$ cat src/tmbt_pkg.sv
// Shared types, constants and codes for the tempo map beat-to-time block.
`timescale 1ns / 1ps
package tmbt_pkg;

  localparam int unsigned DEF_MAX_SEGMENTS = 64;

  localparam int BEAT_W  = 32;
  localparam int TEMPO_W = 16;
  localparam int SEC_W   = 40;
  localparam int DUR_W   = 41;
  localparam int SPB_W   = 26;
  localparam int SLOPE_W = 48;
  localparam int DVD_W   = 58;
  localparam int DVS_W   = 32;
  localparam int MUL_W   = 33;
  localparam int PROD_W  = 2 * MUL_W;
  localparam int ACC_W   = 111;
  localparam int TERM_W  = 51;
  localparam int LIN_W   = 44;

  // 960 * 2^16: sixty seconds over a Q12.4 tempo, result in Q10.16
  localparam logic [SPB_W-1:0] SPB_NUM = 26'd62914560;
  localparam logic [SPB_W-1:0] SPB_ONE = 26'd65536;
  localparam logic [SEC_W-1:0] SEC_MAX = '1;
  localparam logic [ACC_W-1:0] ACC_HALF = ACC_W'(1) << 47;
  localparam logic [TERM_W-1:0] TERM_MAX = TERM_W'(1) << 50;

  typedef enum logic [1:0] {
    REQ_BEGIN   = 2'd0,
    REQ_APPEND  = 2'd1,
    REQ_CONVERT = 2'd2,
    REQ_NONE    = 2'd3
  } req_e;

  typedef enum logic [1:0] {
    ST_OK    = 2'd0,
    ST_TEMPO = 2'd1,
    ST_ORDER = 2'd2,
    ST_FULL  = 2'd3
  } status_e;

  typedef enum logic [3:0] {
    S_INIT, S_IDLE, S_DISPATCH, S_SPB_DIV, S_APP_CHECK, S_SLOPE_DIV, S_WR_NEW,
    S_SRCH, S_SEG_RD, S_LIN, S_DD, S_DD_LATCH, S_QM, S_TERM, S_SUM, S_FINISH
  } state_e;

  typedef struct packed {
    req_e                      kind;
    logic [BEAT_W-1:0]         beat;
    logic signed [BEAT_W-1:0]  beat_duration;
    logic [TEMPO_W-1:0]        tempo;
    logic                      beat_zero;
    logic                      tempo_zero;
    logic                      dur_neg;
    logic [BEAT_W:0]           end_beat;
  } cmd_t;

  typedef struct packed {
    logic [BEAT_W-1:0]         beat_base;
    logic [SPB_W-1:0]          spb;
    logic signed [SLOPE_W-1:0] slope;
    logic [SEC_W-1:0]          time_base;
  } seg_t;

  typedef struct packed {
    logic             start;
    logic [DVD_W-1:0] dividend;
    logic [DVS_W-1:0] divisor;
  } div_req_t;

  typedef struct packed {
    logic             done;
    logic [DVD_W-1:0] quotient;
  } div_rsp_t;

endpackage

$ cat src/tmbt_div.sv
// Shared restoring divider, one quotient bit per cycle.
`timescale 1ns / 1ps
module tmbt_div (
  input  logic               clk_i,
  input  logic               rst_ni,
  input  tmbt_pkg::div_req_t req_i,
  output tmbt_pkg::div_rsp_t rsp_o
);

  localparam int CNT_W = $clog2(tmbt_pkg::DVD_W + 1);

  logic [tmbt_pkg::DVD_W-1:0] dvd_q;
  logic [tmbt_pkg::DVS_W-1:0] rem_q, dvs_q;
  logic [CNT_W-1:0]           cnt_q;
  logic                       busy_q, done_q;
  logic [tmbt_pkg::DVS_W:0]   rem_sh, rem_sub;
  logic                       ge;

  assign rem_sh  = {rem_q, dvd_q[tmbt_pkg::DVD_W-1]};
  assign ge      = (rem_sh >= {1'b0, dvs_q});
  assign rem_sub = rem_sh - {1'b0, dvs_q};

  assign rsp_o.done     = done_q;
  assign rsp_o.quotient = dvd_q;

  always_ff @(posedge clk_i) begin
    if (req_i.start) begin
      dvd_q <= req_i.dividend;
      dvs_q <= req_i.divisor;
      rem_q <= '0;
    end else if (busy_q) begin
      dvd_q <= {dvd_q[tmbt_pkg::DVD_W-2:0], ge};
      rem_q <= ge ? rem_sub[tmbt_pkg::DVS_W-1:0] : rem_sh[tmbt_pkg::DVS_W-1:0];
    end
  end

  always_ff @(posedge clk_i or negedge rst_ni) begin
    if (!rst_ni) begin
      busy_q <= 1'b0;
      done_q <= 1'b0;
      cnt_q  <= '0;
    end else begin
      done_q <= 1'b0;
      if (req_i.start) begin
        busy_q <= 1'b1;
        cnt_q  <= CNT_W'(tmbt_pkg::DVD_W);
      end else if (busy_q) begin
        cnt_q <= cnt_q - 1'b1;
        if (cnt_q == CNT_W'(1)) begin
          busy_q <= 1'b0;
          done_q <= 1'b1;
        end
      end
    end
  end

endmodule

$ cat config.mk
export PLATFORM = sky130hd
export DESIGN_NAME = tmbt_div
export DESIGN_NICKNAME = d
export VERILOG_FILES = /design/src/tmbt_pkg.sv /design/src/tmbt_div.sv
export SDC_FILE = /design/constraint.sdc
export NUM_CORES = 1
export LEC_CHECK = 0
export ABC_CLOCK_PERIOD_IN_PS = 2800
export BUFFER_PORTS_ARGS = -buffer_cell sky130_fd_sc_hd__buf_2
export CAP_MARGIN = 20
export CORE_MARGIN = 3
export CORE_UTILIZATION = 48
export DETAILED_ROUTE_END_ITERATION = 6
export MAX_ROUTING_LAYER = met4
export PLACE_DENSITY_LB_ADDON = 0.15
export SLEW_MARGIN = 20
export SYNTH_ARGS = -nofsm -noshare
export SYNTH_HDL_FRONTEND = slang
export SYNTH_SLANG_ARGS = --single-unit
$ cat constraint.sdc
create_clock -name clk_i -period 2.8 [get_ports clk_i]
set_input_delay 0.28 -clock clk_i [delete_from_list [all_inputs] [get_ports clk_i]]
set_output_delay 0.28 -clock clk_i [all_outputs]
set_load 0.03 [all_outputs]
==> results of run 1 <==
-- critical path, cell delays in order, from the launching register on --
cell	delay (ps)
edfxtp_1	390
inv_2	90
ha_4	130
fa_2	200
and2b_2	250
o2111ai_4	270
nand2_2	110
a31oi_4	170
o211ai_2	120
a221o_2	400
a221oi_2	270
xnor2_1	100
a31o_1	180
-- kinds of logic after synthesis --
family                   Yosys count  synth area share, %
XOR/XNOR                          35                 4.32
flip-flops                       130                 50.0
AND/OR/NAND/NOR                  133                 9.27
AO/OA/AOI/OAI                    130                 13.2
adder cells (fa/ha/maj)           35                 6.28
buffers and inverters             71                 4.27
multiplexers                      82                 12.7
-- layout make-up --
class                           count  area (um^2)  share of cell area (%)
Multi-Input combinational cell    415         3420                    37.6
Clock buffer                       19          433                    4.75
Inverter                           42          158                    1.73
Sequential cell                   130         3540                    38.9
Clock inverter                     13          114                    1.25
Tap cell                          180          225                    2.47
Timing Repair Buffer              197         1210                    13.3
-- final timing paths --
check | start | end | slack (ps) | cells after the start
max | dvd_q[57] | rem_q[24] | -9 | 12
min | req_i[30] | dvs_q[30] | 30 | 1
max reg2reg | dvd_q[57] | rem_q[24] | -9 | 12
min reg2reg | rem_q[6] | rem_q[6] | 480 | 2
max in group asynchronous | rst_ni | busy_q | 2410 | 2
min in group asynchronous | rst_ni | cnt_q[4] | 220 | 2
-- layer usage --
layer	vias up	track usage (%)	part of all wire [%]
li1	2636	-	-
met1	2585	27.3	42
met4	0	7.26	1.7
met5	-	-	0
met2	167	35.6	49
met3	18	7.11	7.1
-- cell usage in the layout, fill, tap and decap left out, types with 18 or more instances in the layout --
cell type  instances
buf_2            150
edfxtp_1          90
mux2_2            58
inv_1             40
nand2_1           40
buf_4             38
nor2_1            35
dfxtp_1           32
ha_1              27
xnor2_1           23
a21oi_1           22
mux2i_1           20
a21o_1            18
-- registers in the layout (all words and copies together) (netlist names) --
signal and count:
busy_q 1, rem_q 32, dvd_q 58, done_q 1, dvs_q 32, cnt_q 6
-- power groups by stage --
stage	combinational [mW]	clock (mW)	sequential [mW]
4_1_cts	3.59	2.13	2.68
3_5_place_dp	3.43	0	2.70
6_report	3.84	2.07	2.69
5_1_grt	4.18	2.21	2.73
3_3_place_gp	3.38	0	2.69
2_1_floorplan	2.33	0	2.84
-- timing repair --
item                                    4_1_cts  5_1_grt
hold buffers                                  1        0
pin swaps                                    10       30
resized for setup                             3       35
endpoints found under the setup margin        5       33
hold endpoints to repair                      8        0
gates cloned                                  1        0
setup buffers                                 7        8
-- metrics by stage --
stage | hold slack, ps | setup TNS [ps] | instances
2_1_floorplan | -15.6 | -42.8 | 616
3_3_place_gp | 128 | 0 | 947
3_5_place_dp | 132 | -103 | 947
4_1_cts | 0.118 | -79.4 | 988
5_1_grt | 3.92 | -416 | 996
6_report | 25.2 | -8.87 | 996
==> impl_metrics.ini, run 1 <==
[status]
outcome = finished, violations left
violations = setup timing

[pwr]
power.leakage_nw = 3.97
combinationalPowerShare_pct = 44.6
clockPowerShare_pct = 24.1
seq_power_share_pct = 31.3
power_switching_share_pct = 36.3
cellPowerDensity_nw_per_um2 = 945
peakVddDrop_uv = 504
p_int_mw = 5.48
power_mw = 8.61
p_switching_mw = 3.12

[floorplan]
start_util_pct = 50.1
die-area_um2 = 16300
fp.dieW_um = 128
core_area_um2 = 14100
num_rows = 43
die_h_um = 128
io_pins = 152

[sta]
worst_slew_pin_slew_ps = 879
slew_viol_final = 0
rsz0062_at_grt = yes
final.setup.worst_slack_ps = -8.87
setup_viol = 1
fin_worst_skew_ps = 12.0
hold_viol = 0
fin_crit_sh_pct = 100
slew_headroom_pct = 41.4
max_freq_ghz = 0.356
fin_crit_ps = 2810

[global_route]
grt_max_degree = 72
grt_pass1_vias = 5619
grt_pass1_wl_um = 27900
gr-usage-all-layers_pct = 22.4
antenna_found_initial = 0
gr-total-overflow = 0

[detailed_routing]
num_vias = 5406
ant_nets = 0
drc_errors = 0
drt_iter0_drc = 333
wl_um = 17300
drtPass1Iterations = 4
vias_per_cell = 5.43
wl_per_cell_um = 17.4

[synthesis]
syn_nets = 744
ys_top_cells_by_count = 90 x edfxtp_1, 58 x mux2_2, 42 x inv_1
synth_edf_count = 90
syn_area_per_cell_um2 = 11.5
synth_seq_cells = 130
synthFlopType = edfxtp_1
synth.largest_area_cell = edfxtp_1
synth_cells = 616
ys_types = 71
netlist.area_leader.share_pct = 38.1
yosysMostFrequentCell = edfxtp_1
syn-cell-area_um2 = 7090
synthArstFlopShare_pct = 6.15
synth_area_leaders = edfxtp_1 38%, mux2_2 9.2%, dfxtp_1 9.0%
yosysWarnings = 0
yosysSeqAreaShare_pct = 50.0

[critical_path]
critPathRequiredTime_ps = 3110
cp.arrival_ps = 3120
start_kind = register
critPathKind = register to register
end_kind = register
critPathMaxFanout = 3

[placement]
place_area_um2 = 8220
pre_cts_ws_ps = -52.1
numPortBuffers = 151
place_congestion = 0.911
hpwlAfterDp_um = 12300

[clock_tree]
root_buffer = clkbuf_16
tritoncts = built
path_clk_slew_ps = 60
cts_buffers = 17
cts_htree_levels = 4
clkSinkCount = 130
insertion_delay_ps = 430
clock_path_buffers = 2

[layout]
fin_util_pct = 64.4
antenna_cells = 0
stdcell_area_um2 = 9110
final_nets = 931
drive_gt1_share_pct = 41.1
area_growth_pct = 28.5
n_fill_cell = 1132

[flow_run]
max_cap_violations = 0

[worst_hold_path]
min-delay-path-class = primary input to register
Note: power is estimated with default switching activity, not from simulation.
==> run 2, diff against run 1 <==
--- a/config.mk
+++ b/config.mk
@@ -5,11 +5,11 @@
 export SDC_FILE = /design/constraint.sdc
 export NUM_CORES = 1
 export LEC_CHECK = 0
-export ABC_CLOCK_PERIOD_IN_PS = 2800
+export ABC_CLOCK_PERIOD_IN_PS = 2400
 export BUFFER_PORTS_ARGS = -buffer_cell sky130_fd_sc_hd__buf_2
 export CAP_MARGIN = 20
 export CORE_MARGIN = 3
-export CORE_UTILIZATION = 48
+export CORE_UTILIZATION = 40
 export DETAILED_ROUTE_END_ITERATION = 6
 export MAX_ROUTING_LAYER = met4
 export PLACE_DENSITY_LB_ADDON = 0.15
==> constraint.sdc (replaced) <==
create_clock -name clk_i -period 2.4 [get_ports clk_i]
set_input_delay 0.24 -clock clk_i [delete_from_list [all_inputs] [get_ports clk_i]]
set_output_delay 0.24 -clock clk_i [all_outputs]
set_load 0.03 [all_outputs]
==> run 2 against run 1 <==
Effect of this change:
- the run still ends with setup timing left
- first-iteration DRC count decreased by 9.3%
- clock-buffer cell count decreased by 2
- register-to-register slack got worse by 430 ps
- critical path type unchanged
- largest cell class unchanged
==> impl_metrics.ini, run 2 (synthesis results as in run 1) <==
[status]
outcome = finished, violations left
violations = setup timing

[sta]
fin_crit_sh_pct = 118
slew_headroom_pct = 52.8
hold_viol = 0
rsz0062_at_grt = yes
max_freq_ghz = 0.352
slew_viol_final = 0
fin_worst_skew_ps = 11.0
setup_viol = 33
fin_crit_ps = 2840
worst_slew_pin_slew_ps = 707
final.setup.worst_slack_ps = -441
fin_hold_ws_ps = 21.6

[global_route]
met3_usage_pct = 5.14
use_met2_pct = 34.4
busiest_layer = met2
grt.met1_usage_pct = 24.2
gr-usage-all-layers_pct = 20.3
gr-total-overflow = 0
grt_max_degree = 70
grt_pass1_vias = 6354
antenna_found_initial = 0
grt_pass1_wl_um = 31100

[critical_path]
critPathMaxFanout = 2
path_cells = inv_2 > ha_4 > fa_2 > and2b_2 > o2111ai_4 > buf_6 > nand2_4 > a31oi_4 > o211ai_2 > a221o_2 > a221oi_2 > xnor2_1 > a31o_1
critPathKind = register to register
max_stage_delay_ps = 410
critPathRequiredTime_ps = 2710
ff2ff_path_depth = 13
cp_slowest_cell = a221o_2
ff2ff_setup_slack_ps = -440
cp.arrival_ps = 3150
end_kind = register
start_kind = register
r2r-end = rem_q[24]
r2r-start = dvd_q[57]

[layout]
drive_gt1_share_pct = 47.4
n_fill_cell = 1485
largest_register_ffs = 58
fin_util_pct = 59.9
final_common_cell = buf_2
multi_input_area_um2 = 3540
largest_register = dvd_q
final_nets = 1061
area_growth_pct = 46.1
antenna_cells = 0
layout_common_cells = 150 x buf_2, 133 x buf_4, 90 x edfxtp_1
largestRegisters = dvd_q: 58 flops, dvs_q: 32 flops, rem_q: 32 flops
regArea_um2 = 3540

[clock_tree]
clkSinkCount = 130
root_buffer = clkbuf_16
tritoncts = built
clock_path_buffers = 2
insertion_delay_ps = 420
cts_buffers = 17
cts_htree_levels = 4
path_clk_slew_ps = 60

[worst_hold_path]
min-delay-path-class = primary input to register
holdPathEnd = dvs_q[0]
min_from = req_i[0]
whs_path_depth = 1

[pwr]
power.leakage_nw = 4.63
p_int_mw = 7.35
power_switching_share_pct = 35.4
clockPowerShare_pct = 22.6
p_switching_mw = 4.02
cellPowerDensity_nw_per_um2 = 1100
combinationalPowerShare_pct = 50.1
seq_power_share_pct = 27.2
peakVddDrop_uv = 569

[floorplan]
num_rows = 48
io_pins = 152
core_area_um2 = 17300
die_h_um = 139
start_util_pct = 41.0
fp.dieW_um = 139
die-area_um2 = 19400

[detailed_routing]
wl_per_cell_um = 16.2
drtPass1Iterations = 4
drt_iter0_drc = 302
num_vias = 5909
drc_errors = 0
vias_per_cell = 5.05
wl_um = 19000
ant_nets = 0

[placement]
hpwlAfterDp_um = 13900
place_congestion = 0.881
numPortBuffers = 151

[flow_run]
max_cap_violations = 0
[run 2: changes by cell type in the layout (fill, tap and decap cells not counted), moves of 4 or more]
cell / delta
o21ai_1: +4
buf_6: +6
buf_4: +95
inv_2: +4
dlygate4sd3_1: +30
ha_4: +5
inv_1: -5
o21ai_0: -6
[run 2: worst max path at each step]
stage               from        end  slack, ps
3_5_place_dp   dvd_q[57]  rem_q[30]       -530
4_1_cts        dvd_q[57]  rem_q[24]       -490
6_report       dvd_q[57]  rem_q[24]       -440
2_1_floorplan  dvd_q[57]  rem_q[24]       -440
3_3_place_gp   dvd_q[57]  rem_q[30]       -450
5_1_grt        dvd_q[57]  rem_q[30]       -580
[run 2: final cells by class]
| cell class | count | area share, % |
|---|---|---|
| sequential | 130 | 34.2 |
| multi-input combinational | 415 | 34.2 |
| timing repair buffer | 327 | 21.7 |
| clock buffer | 17 | 4.11 |
| tap | 225 | 2.72 |
| inverter | 42 | 1.56 |
| clock inverter | 15 | 1.50 |
[run 2: per-stage QoR]
step	setup TNS (ps)	setup WS, ps	cells	area [um^2]	power (mW)
global placement	-8620	-449	1094	9020	8.05
floorplan	-5580	-443	616	7110	6.08
CTS	-8250	-492	1167	10100	11.0
finish	-6840	-441	1171	10400	11.4
detailed placement	-9380	-526	1094	9020	8.09
global route	-11630	-577	1171	10400	12.1
[run 2: critical path: cells and delay by family, from the launching register on]
| family | cells | cell delay [ps] |
|---|---|---|
| AOI/OAI and AO/OA | 6 | 1370 |
| buffers and inverters | 2 | 240 |
| adders and majority gates | 2 | 330 |
| DFF | 1 | 400 |
| xor gates and xnor gates | 1 | 90 |
| and+or+nand+nor | 2 | 290 |
[run 2: what timing repair did]
item	in CTS	in global routing
setup buffers	9	5
setup endpoints to repair	33	33
hold endpoints to repair	38	0
cloned	1	0
hold buffers	31	0
gates resized for setup	31	40
pin swaps	32	49
[run 2: power groups by stage]
stage | Sequential, mW | Combinational, mW | Clock [mW]
floorplan | 3.32 | 2.76 | 0
global placement | 3.09 | 4.96 | 0
CTS | 3.08 | 5.32 | 2.62
detailed placement | 3.10 | 4.98 | 0
finish | 3.10 | 5.70 | 2.57
global route | 3.15 | 6.18 | 2.73
[run 2: layer usage]
metal  up-vias  part of all wire, %
li1       2891                    -
met1      2828                   43
met2       169                   50
met3        21                  5.5
met4         0                  1.2
met5         -                    0
