--- src/tmbt_pkg.sv ---
// Shared types, constants and codes for the tempo map beat-to-time block.
`timescale 1ns / 1ps
package tmbt_pkg;

  localparam int unsigned DEF_MAX_SEGMENTS = 64;

  localparam int BEAT_W  = 32;
  localparam int TEMPO_W = 16;
  localparam int SEC_W   = 40;
  localparam int DUR_W   = 41;
  localparam int SPB_W   = 26;
  localparam int SLOPE_W = 48;
  localparam int DVD_W   = 58;
  localparam int DVS_W   = 32;
  localparam int MUL_W   = 33;
  localparam int PROD_W  = 2 * MUL_W;
  localparam int ACC_W   = 111;
  localparam int TERM_W  = 51;
  localparam int LIN_W   = 44;

  // 960 * 2^16: sixty seconds over a Q12.4 tempo, result in Q10.16
  localparam logic [SPB_W-1:0] SPB_NUM = 26'd62914560;
  localparam logic [SPB_W-1:0] SPB_ONE = 26'd65536;
  localparam logic [SEC_W-1:0] SEC_MAX = '1;
  localparam logic [ACC_W-1:0] ACC_HALF = ACC_W'(1) << 47;
  localparam logic [TERM_W-1:0] TERM_MAX = TERM_W'(1) << 50;

  typedef enum logic [1:0] {
    REQ_BEGIN   = 2'd0,
    REQ_APPEND  = 2'd1,
    REQ_CONVERT = 2'd2,
    REQ_NONE    = 2'd3
  } req_e;

  typedef enum logic [1:0] {
    ST_OK    = 2'd0,
    ST_TEMPO = 2'd1,
    ST_ORDER = 2'd2,
    ST_FULL  = 2'd3
  } status_e;

  typedef enum logic [3:0] {
    S_INIT, S_IDLE, S_DISPATCH, S_SPB_DIV, S_APP_CHECK, S_SLOPE_DIV, S_WR_NEW,
    S_SRCH, S_SEG_RD, S_LIN, S_DD, S_DD_LATCH, S_QM, S_TERM, S_SUM, S_FINISH
  } state_e;

  typedef struct packed {
    req_e                      kind;
    logic [BEAT_W-1:0]         beat;
    logic signed [BEAT_W-1:0]  beat_duration;
    logic [TEMPO_W-1:0]        tempo;
    logic                      beat_zero;
    logic                      tempo_zero;
    logic                      dur_neg;
    logic [BEAT_W:0]           end_beat;
  } cmd_t;

  typedef struct packed {
    logic [BEAT_W-1:0]         beat_base;
    logic [SPB_W-1:0]          spb;
    logic signed [SLOPE_W-1:0] slope;
    logic [SEC_W-1:0]          time_base;
  } seg_t;

  typedef struct packed {
    logic             start;
    logic [DVD_W-1:0] dividend;
    logic [DVS_W-1:0] divisor;
  } div_req_t;

  typedef struct packed {
    logic             done;
    logic [DVD_W-1:0] quotient;
  } div_rsp_t;

endpackage

--- src/tmbt_if.sv ---
// Valid/ready channel interfaces for request and result words.
`timescale 1ns / 1ps
interface tmbt_in_if;
  logic        valid;
  logic        ready;
  logic [1:0]  req_type;
  logic [31:0] beat;
  logic signed [31:0] beat_duration;
  logic [15:0] tempo;
  modport source (output valid, req_type, beat, beat_duration, tempo, input ready);
  modport sink (input valid, req_type, beat, beat_duration, tempo, output ready);
endinterface


--- src/tmbt_front.sv ---
// Front end: takes request words, classifies them and queues commands.
`timescale 1ns / 1ps
module tmbt_front (
  input  logic           clk_i,
  input  logic           rst_ni,
  tmbt_in_if.sink        in_i,
  input  logic           pop_i,
  output logic           cmd_valid_o,
  output tmbt_pkg::cmd_t cmd_o
);

  tmbt_pkg::cmd_t q_mem [2];
  tmbt_pkg::cmd_t cls;
  logic           wp_q, rp_q;
  logic [1:0]     cnt_q;
  logic           push;
  logic [31:0]    dur_mag;

  assign in_i.ready  = (cnt_q != 2'd2);
  assign push        = in_i.valid && in_i.ready;
  assign cmd_valid_o = (cnt_q != 2'd0);
  assign cmd_o       = q_mem[rp_q];

  always_comb begin
    dur_mag = in_i.beat_duration[31] ? (~in_i.beat_duration + 32'd1) : in_i.beat_duration;
    cls.kind          = tmbt_pkg::req_e'(in_i.req_type);
    cls.beat          = in_i.beat;
    cls.beat_duration = in_i.beat_duration;
    cls.tempo         = in_i.tempo;
    cls.beat_zero     = (in_i.beat == '0);
    cls.tempo_zero    = (in_i.tempo == '0);
    cls.dur_neg       = in_i.beat_duration[31];
    cls.end_beat      = {1'b0, in_i.beat} + {1'b0, dur_mag};
  end

  always_ff @(posedge clk_i) begin
    if (push) begin
      q_mem[wp_q] <= cls;
    end
  end

  always_ff @(posedge clk_i or negedge rst_ni) begin
    if (!rst_ni) begin
      wp_q  <= 1'b0;
      rp_q  <= 1'b0;
      cnt_q <= 2'd0;
    end else begin
      if (push) wp_q <= ~wp_q;
      if (pop_i) rp_q <= ~rp_q;
      cnt_q <= cnt_q + {1'b0, push} - {1'b0, pop_i};
    end
  end

endmodule

--- src/flat_wrapper.sv ---
// flat-port wrapper written by rule: the top's interface ports become plain ports
module tmbt_front_flat 
  (clk_i, rst_ni, pop_i, cmd_valid_o, cmd_o, in_i_valid, in_i_req_type, in_i_beat, in_i_beat_duration, in_i_tempo, in_i_ready);
  tmbt_in_if in_i_i ();
  input  logic clk_i;
  input  logic rst_ni;
  input  logic pop_i;
  output logic cmd_valid_o;
  output tmbt_pkg::cmd_t cmd_o;
  input wire logic [$bits(in_i_i.valid)-1:0] in_i_valid;
  input wire logic [$bits(in_i_i.req_type)-1:0] in_i_req_type;
  input wire logic [$bits(in_i_i.beat)-1:0] in_i_beat;
  input wire logic [$bits(in_i_i.beat_duration)-1:0] in_i_beat_duration;
  input wire logic [$bits(in_i_i.tempo)-1:0] in_i_tempo;
  output wire logic [$bits(in_i_i.ready)-1:0] in_i_ready;
  assign in_i_i.valid = in_i_valid;
  assign in_i_i.req_type = in_i_req_type;
  assign in_i_i.beat = in_i_beat;
  assign in_i_i.beat_duration = in_i_beat_duration;
  assign in_i_i.tempo = in_i_tempo;
  assign in_i_ready = in_i_i.ready;
  tmbt_front u_core (.clk_i(clk_i), .rst_ni(rst_ni), .in_i(in_i_i), .pop_i(pop_i), .cmd_valid_o(cmd_valid_o), .cmd_o(cmd_o));
endmodule
--- config.mk ---
export PLATFORM = sky130hd
export DESIGN_NAME = tmbt_front_flat
export DESIGN_NICKNAME = d
export VERILOG_FILES = /design/src/tmbt_pkg.sv /design/src/tmbt_if.sv /design/src/tmbt_front.sv /design/src/flat_wrapper.sv
export SDC_FILE = /design/constraint.sdc
export NUM_CORES = 1
export LEC_CHECK = 0
export BUFFER_PORTS_ARGS = -buffer_cell sky130_fd_sc_hd__buf_4
export CORE_UTILIZATION = 34
export CTS_CLUSTER_SIZE = 14
export DETAILED_ROUTE_END_ITERATION = 8
export HOLD_SLACK_MARGIN = 0.03
export SYNTH_ARGS = -nofsm -noshare
export SYNTH_HDL_FRONTEND = slang
export SYNTH_SLANG_ARGS = --single-unit
--- constraint.sdc ---
create_clock -name clk_i -period 7.74 [get_ports clk_i]
set_clock_uncertainty 0.05 [all_clocks]
set_input_delay 0.774 -clock clk_i [delete_from_list [all_inputs] [get_ports clk_i]]
set_output_delay 0.774 -clock clk_i [all_outputs]
set_load 0.05 [all_outputs]
==> results.json, run 1 <==
{
  "period_needed_ps": 4769,
  "crit_fanout": 5,
  "dp_slack_ps": 2474,
  "cellPowerDensity_nw_per_um2": 409.7,
  "yosysMostFrequentCell": "edfxtp_1",
  "synth_seq_cells": 238,
  "grtUsageTotal_pct": 15.47,
  "cts.sinks": 238,
  "clock.fmax_ghz": 0.2097,
  "ant_nets": 0,
  "power.switching_w": 0.002334,
  "drtIter0Drc": 336,
  "initial_core_util_pct": 34.76,
  "synthArstFlopShare_pct": 1.681,
  "routedWlPerCell_um": 18.71,
  "r2r_setup_slack_ps": 4640,
  "first_global_vias": 6815,
  "h-tree-depth": 1,
  "synth_top_cell_area_share_pct": 63.58,
  "peakVddDrop_mv": 0.1798,
  "synth_common_cells": "edfxtp_1 (234), mux2_2 (117), xnor2_1 (48)",
  "multi_input_area_um2": 3814,
  "cts_made_buffers": 26,
  "slew_headroom_pct": 31.56,
  "maxSlewViolCount": 0,
  "ff2ff_path_depth": 5,
  "cts_root_buf": "clkbuf_16",
  "leakagePower_nw": 5.137,
  "design_area_um2": 14000,
  "synthCells": 724,
  "drv_cap": 0,
  "holdPathEnd": "u_core.q_mem[0][117]$_DFFE_PP_",
  "cts_resized": 0,
  "p_clk_share_pct": 22.0,
  "hp-start": "in_i_req_type[1]",
  "reg2reg_to": "u_core.q_mem[0][116]$_DFFE_PP_",
  "numPortBuffers": 205,
  "wl_um": 26180,
  "antenna_found_initial": 1,
  "syn_nets": 853,
  "netlist_top_cells_area": "edfxtp_1 (64%), mux2_2 (12%), ha_1 (4.8%)",
  "fin_ws_ps": 2971,
  "dp_hpwl_um": 18220,
  "placed_area_um2": 13110,
  "first_pass_iters": 4,
  "tightest_slew_ps": 1027,
  "syn_area_per_cell_um2": 15.26,
  "cts_buffer_depth": 3,
  "clkTransAtPathRegs_ps": 60,
  "dieWidth_um": 182.3,
  "setup_viol": 0,
  "start_kind": "input port",
  "vias": 6778,
  "ys_seq_area_share_pct": 64.49,
  "grt_overflow": 0,
  "fill_cells": 2942,
  "grt_pass1_wl_um": 39270,
  "rsz0062_at_grt": "no",
  "critical_path_arrival_ps": 4960,
  "crit_type": "in2reg",
  "end_kind": "flip-flop",
  "fin_nets": 1074,
  "combPwrFrac_pct": 44.5,
  "fp.coreArea_um2": 31800,
  "drive_gt1_share_pct": 39.46,
  "syn_to_final_growth_pct": 26.67,
  "seq_power_share_pct": 33.5,
  "rows": 65,
  "final_hold_viol_count": 0,
  "finalCritPeriodShare_pct": 61.61,
  "drc": 0,
  "internal_power_w": 0.003402,
  "r2r-start": "u_core.cnt_q[1]$_DFF_PN0_",
  "num_io_pins": 206,
  "yosys.area.top_type": "edfxtp_1",
  "synth_edf_count": 234,
  "dieHeight_um": 182.3,
  "status": "completed",
  "whs_path_depth": 1,
  "place_congestion": 0.8443,
  "viasPerCell": 4.845,
  "ff_latch_area_um2": 7131,
  "tns_ps": 0,
  "yosys_most_used_dff": "edfxtp_1",
  "grt_max_degree": 73,
  "switching_share_pct": 40.69,
  "syn_area_um2": 11050,
  "required_ps": 7940,
  "yosysWarnings": 0,
  "hold_class": "in2reg",
  "instances_no_fill": 1399,
  "dieArea_um2": 33230,
  "cts_tree": "yes",
  "synthDistinctLibCells": 56,
  "dp.cells": 1351,
  "clk_latency_ps": 520
}
-- layout by cell type, fill, tap and decap left out, drive strengths merged, types with 4 or more instances in the layout --
cell type | synthesis | final
nor2b | 8 | 8
and2 | 5 | 5
clkinv | 0 | 11
o21a | 4 | 4
edfxtp | 234 | 234
nand2 | 29 | 29
nand3 | 10 | 10
o41ai | 5 | 5
xor2 | 14 | 14
inv | 15 | 16
o21ai | 29 | 29
ha | 42 | 42
buf | 2 | 209
a21o | 7 | 7
nand4 | 7 | 7
clkbuf | 15 | 29
a21oi | 32 | 32
mux2 | 117 | 117
xnor2 | 48 | 48
dfrtp | 4 | 4
or3 | 5 | 5
o21bai | 7 | 7
nor2 | 21 | 21
or4 | 7 | 7
bufinv | 0 | 4
o31ai | 9 | 9
nor4 | 15 | 15
-- final cells by class --
cell class	instances	share of cell area, %
sequential	238	50.93
multi-input combinational	454	27.24
timing repair buffer	210	11.28
clock buffer	29	4.880
tap	435	3.888
clock inverter	17	1.358
inverter	15	0.4022
antenna	1	0.01787
-- state kept, by name (all words and copies together) (netlist names) --
name          count
u_core.q_mem    234
u_core.cnt_q      2
u_core.rp_q       1
u_core.wp_q       1
-- metrics by stage --
| step | utilization, % | power [W] | hold WS, ps |
|---|---|---|---|
| finish | 44.03 | 0.005736 | 380.0 |
| global route | 44.03 | 0.005989 | 354.2 |
| CTS | 44.02 | 0.005815 | 352.4 |
| detailed placement | 41.24 | 0.004534 | 496.0 |
| global placement | 41.24 | 0.004527 | 487.0 |
| floorplan | - | 0.003800 | 410.4 |
-- routing by layer --
layer  vias to the layer above  routed length (um)  track usage, %
li1                       3250                   -               -
met1                      3331               12040           21.16
met2                       163               12460           25.61
met3                        34                1249           2.375
met4                         0                 433           4.034
met5                         -                   0               0
-- repair_timing --
| item | in CTS | in global routing |
|---|---|---|
| hold buffers | 1 | 0 |
| setup buffers | 0 | 0 |
| hold endpoints to repair | 4 | 0 |
-- kinds of logic after synthesis --
logic type	after synthesis	share of synthesized area (%)
flops	238	64.49
simple gates	122	6.125
mux	118	12.01
compound gates	109	6.408
xor+xnor	62	4.913
fa+ha+maj	43	4.936
buf+inv	32	1.121
-- worst max path at each step --
stage	start	cells past startpoint	end	slack (ps)
4_1_cts	in_i_beat_duration[3]	16	u_core.q_mem[1][32]$_DFFE_PP_	3010
5_1_grt	in_i_beat_duration[3]	16	u_core.q_mem[1][32]$_DFFE_PP_	2640
2_1_floorplan	u_core.cnt_q[1]$_DFF_PN0_	3	u_core.q_mem[0][0]$_DFFE_PP_	1260
3_5_place_dp	in_i_beat_duration[3]	16	u_core.q_mem[1][32]$_DFFE_PP_	2470
3_3_place_gp	in_i_beat_duration[3]	16	u_core.q_mem[0][32]$_DFFE_PP_	2480
6_report	in_i_beat_duration[3]	16	u_core.q_mem[1][32]$_DFFE_PP_	2970
-- critical path, stage by stage --
cell and delay [ps]:
buf_4 130, or3_4 410, nor4_4 170, nand3_2 140, or3_4 410, or4_4 510
or4_4 480, o21ai_0 230, xnor2_1 190, ha_1 330, o21a_1 120, a21o_1 180
and2_1 150, a41o_1 220, a2111oi_0 350, o21ai_0 170
-- power by group through the flow --
stage / combinational, W / clock (W) / sequential [W]
2_1_floorplan: 0.00188 / 0 / 0.00192
4_1_cts: 0.00259 / 0.00129 / 0.00193
3_5_place_dp: 0.00258 / 0 / 0.00195
6_report: 0.00255 / 0.00126 / 0.00192
3_3_place_gp: 0.00259 / 0 / 0.00194
5_1_grt: 0.00269 / 0.00135 / 0.00195
No activity file was read; power rests on OpenSTA's default activity.
==> run 2: changes to the inputs <==
==> constraint.sdc (replaced) <==
create_clock -name clk_i -period 4.35 [get_ports clk_i]
set_clock_uncertainty 0.05 [all_clocks]
set_input_delay 0.435 -clock clk_i [delete_from_list [all_inputs] [get_ports clk_i]]
set_output_delay 0.435 -clock clk_i [all_outputs]
set_load 0.05 [all_outputs]
==> run 2 against run 1 <==
- design area is 4.5% higher
- global-route usage is 0.44 points higher
- die area stayed put
- setup slack worse by 2800 ps
- core utilization is 2.0 points higher
- first-iteration DRC count is 6.8% lower
- largest power group unchanged
==> results.json, run 2 (synthesis gave the netlist of run 1 again) <==
{
  "fin_nets": 1152,
  "rows": 65,
  "largest_reg_flops": 234,
  "leakagePower_nw": 5.510,
  "first_global_vias": 7201,
  "num_antenna_cells": 0,
  "drtIter0Drc": 313,
  "whs_path_depth": 1,
  "tightest_slew_ps": 926.7,
  "maxSlewViolCount": 0,
  "fp.coreArea_um2": 31800,
  "ant_nets": 0,
  "ff2ff_path_depth": 4,
  "antenna_found_initial": 2,
  "dieWidth_um": 182.3,
  "clkTransAtPathRegs_ps": 60,
  "critical_path_arrival_ps": 4360,
  "cellPowerDensity_nw_per_um2": 702.7,
  "finalCritPeriodShare_pct": 95.60,
  "worstPathCellList": "buf_4 > or3_4 > nor4_4 > nand3_2 > or3_4 > or4_4 > or4_4 > o21ai_2 > xnor2_1 > ha_1 > o21a_1 > a21o_1 > and2_1 > a41o_1 > a2111oi_2 > o21ai_0",
  "slowest_delay_ps": 510,
  "reg.largest.list": "u_core.q_mem: 234 flops, u_core.cnt_q: 2 flops",
  "first_pass_iters": 4,
  "grtUsageMet1_pct": 21.30,
  "viasPerCell": 4.770,
  "end_kind": "flip-flop",
  "cts_tree": "yes",
  "hp-start": "in_i_tempo[7]",
  "required_ps": 4560,
  "tns_ps": 0,
  "grtUsageTotal_pct": 15.91,
  "final_common_cell": "buf_4",
  "dp_hpwl_um": 19050,
  "r2r-start": "u_core.cnt_q[1]$_DFF_PN0_",
  "grt_pass1_wl_um": 40730,
  "wl_um": 26870,
  "crit_fanout": 5,
  "grt_overflow": 0,
  "place_congestion": 0.8108,
  "drive_gt1_share_pct": 43.28,
  "status": "completed",
  "hold_class": "in2reg",
  "grt_max_degree": 103,
  "clock.fmax_ghz": 0.2405,
  "dieArea_um2": 33230,
  "final_hold_viol_count": 0,
  "top_register": "u_core.q_mem",
  "r2r_setup_slack_ps": 2340,
  "syn_to_final_growth_pct": 32.42,
  "cts.sinks": 238,
  "crit_family": "simple AND/OR/NAND/NOR gates",
  "period_needed_ps": 4159,
  "peakVddDrop_mv": 0.3756,
  "h-tree-depth": 1,
  "dieHeight_um": 182.3,
  "drc": 0,
  "rsz0062_at_grt": "no",
  "clk_latency_ps": 530,
  "initial_core_util_pct": 34.76,
  "start_kind": "input port",
  "numPortBuffers": 205,
  "cts_setup_buffers": 0,
  "drv_cap": 0,
  "setup_viol": 0,
  "num_io_pins": 206,
  "crit_slowest_cell": "or4_4",
  "cts_buffer_depth": 3,
  "critPathBufInv": 1,
  "reg2reg_to": "u_core.q_mem[0][84]$_DFFE_PP_",
  "vias": 7046,
  "holdPathEnd": "u_core.q_mem[1][43]$_DFFE_PP_",
  "cts_made_buffers": 26,
  "slew_headroom_pct": 38.22,
  "top_usage_layer": "met2",
  "cts_root_buf": "clkbuf_16",
  "met2_usage_pct": 26.82,
  "instances_no_fill": 1477,
  "routedWlPerCell_um": 18.19,
  "power_w": 0.01028,
  "grt_util_met3_pct": 2.834,
  "final_cell_mix": "buf_4 (274), edfxtp_1 (234), mux2_2 (117)",
  "dp.cells": 1420,
  "crit_type": "in2reg"
}
==> run 2: cell count changes in the layout (fill, tap and decap cells not counted), sizes merged <==
cell / delta
buf: +69
clkbuf: +3
diode: -1
inv: -1
bufinv: -1
dlygate4sd3: +9
==> run 2: worst max path at each step <==
stage                                startpoint                            end  slack, ps  depth (start not counted)
after floorplan           in_i_beat_duration[3]  u_core.q_mem[0][31]$_DFFE_PP_          4                         16
after global placement    in_i_beat_duration[3]  u_core.q_mem[0][32]$_DFFE_PP_       -430                         16
after detailed placement  in_i_beat_duration[3]  u_core.q_mem[0][32]$_DFFE_PP_       -450                         16
after CTS                 in_i_beat_duration[3]  u_core.q_mem[0][32]$_DFFE_PP_         70                         16
after global routing      in_i_beat_duration[3]  u_core.q_mem[1][32]$_DFFE_PP_         20                         16
final                     in_i_beat_duration[3]  u_core.q_mem[0][32]$_DFFE_PP_        190                         16
==> run 2: area by class of cell <==
type,count,area (um^2)
well taps,435,544.3
flip-flops and latches,238,7131
clock buffers,32,694.4
repair buffers,288,2237
multi-input cells,454,3827
inverters,15,56.30
fillers,2837,17160
clock inverters,15,145.1
==> run 2: where the power goes <==
group          total, W  switching, W  leakage [nW]  internal (W)
Clock           0.00217      0.000863         0.410       0.00130
Sequential      0.00344      0.000228          2.22       0.00322
Combinational   0.00467       0.00308          2.88       0.00159
Total            0.0103       0.00417          5.51       0.00611
==> run 2: stage by stage <==
step	cell area (um^2)	worst slack, ps	util, %	hold WS [ps]
6_report	14640	191.3	46.02	56.21
5_1_grt	14640	21.35	46.02	32.23
4_1_cts	14620	69.59	45.97	30.13
3_5_place_dp	13690	-445.3	43.05	185.0
3_3_place_gp	13690	-430.4	43.05	185.0
2_1_floorplan	11070	4.240	-	89.41
==> run 2: worst reg2reg max path, delay by kind of cell, from the launching register on <==
kind | cells | cell delay [ps]
DFF | 1 | 400
and+or+nand+nor | 3 | 800
buffers and inverters | 1 | 420
==> run 2: repair_timing <==
action | CTS | global route
hold buffers | 9 | 1
resized for setup | 0 | 2
hold endpoints to repair | 18 | 1
endpoints found under the setup margin | 0 | 2
==> run 2: layer usage <==
layer,share of wire (%),up-vias,wire [um]
met5,0.13,-,34
li1,-,3413,-
met4,1.6,4,417
met2,47,154,12690
met3,4.4,33,1186
met1,47,3442,12540
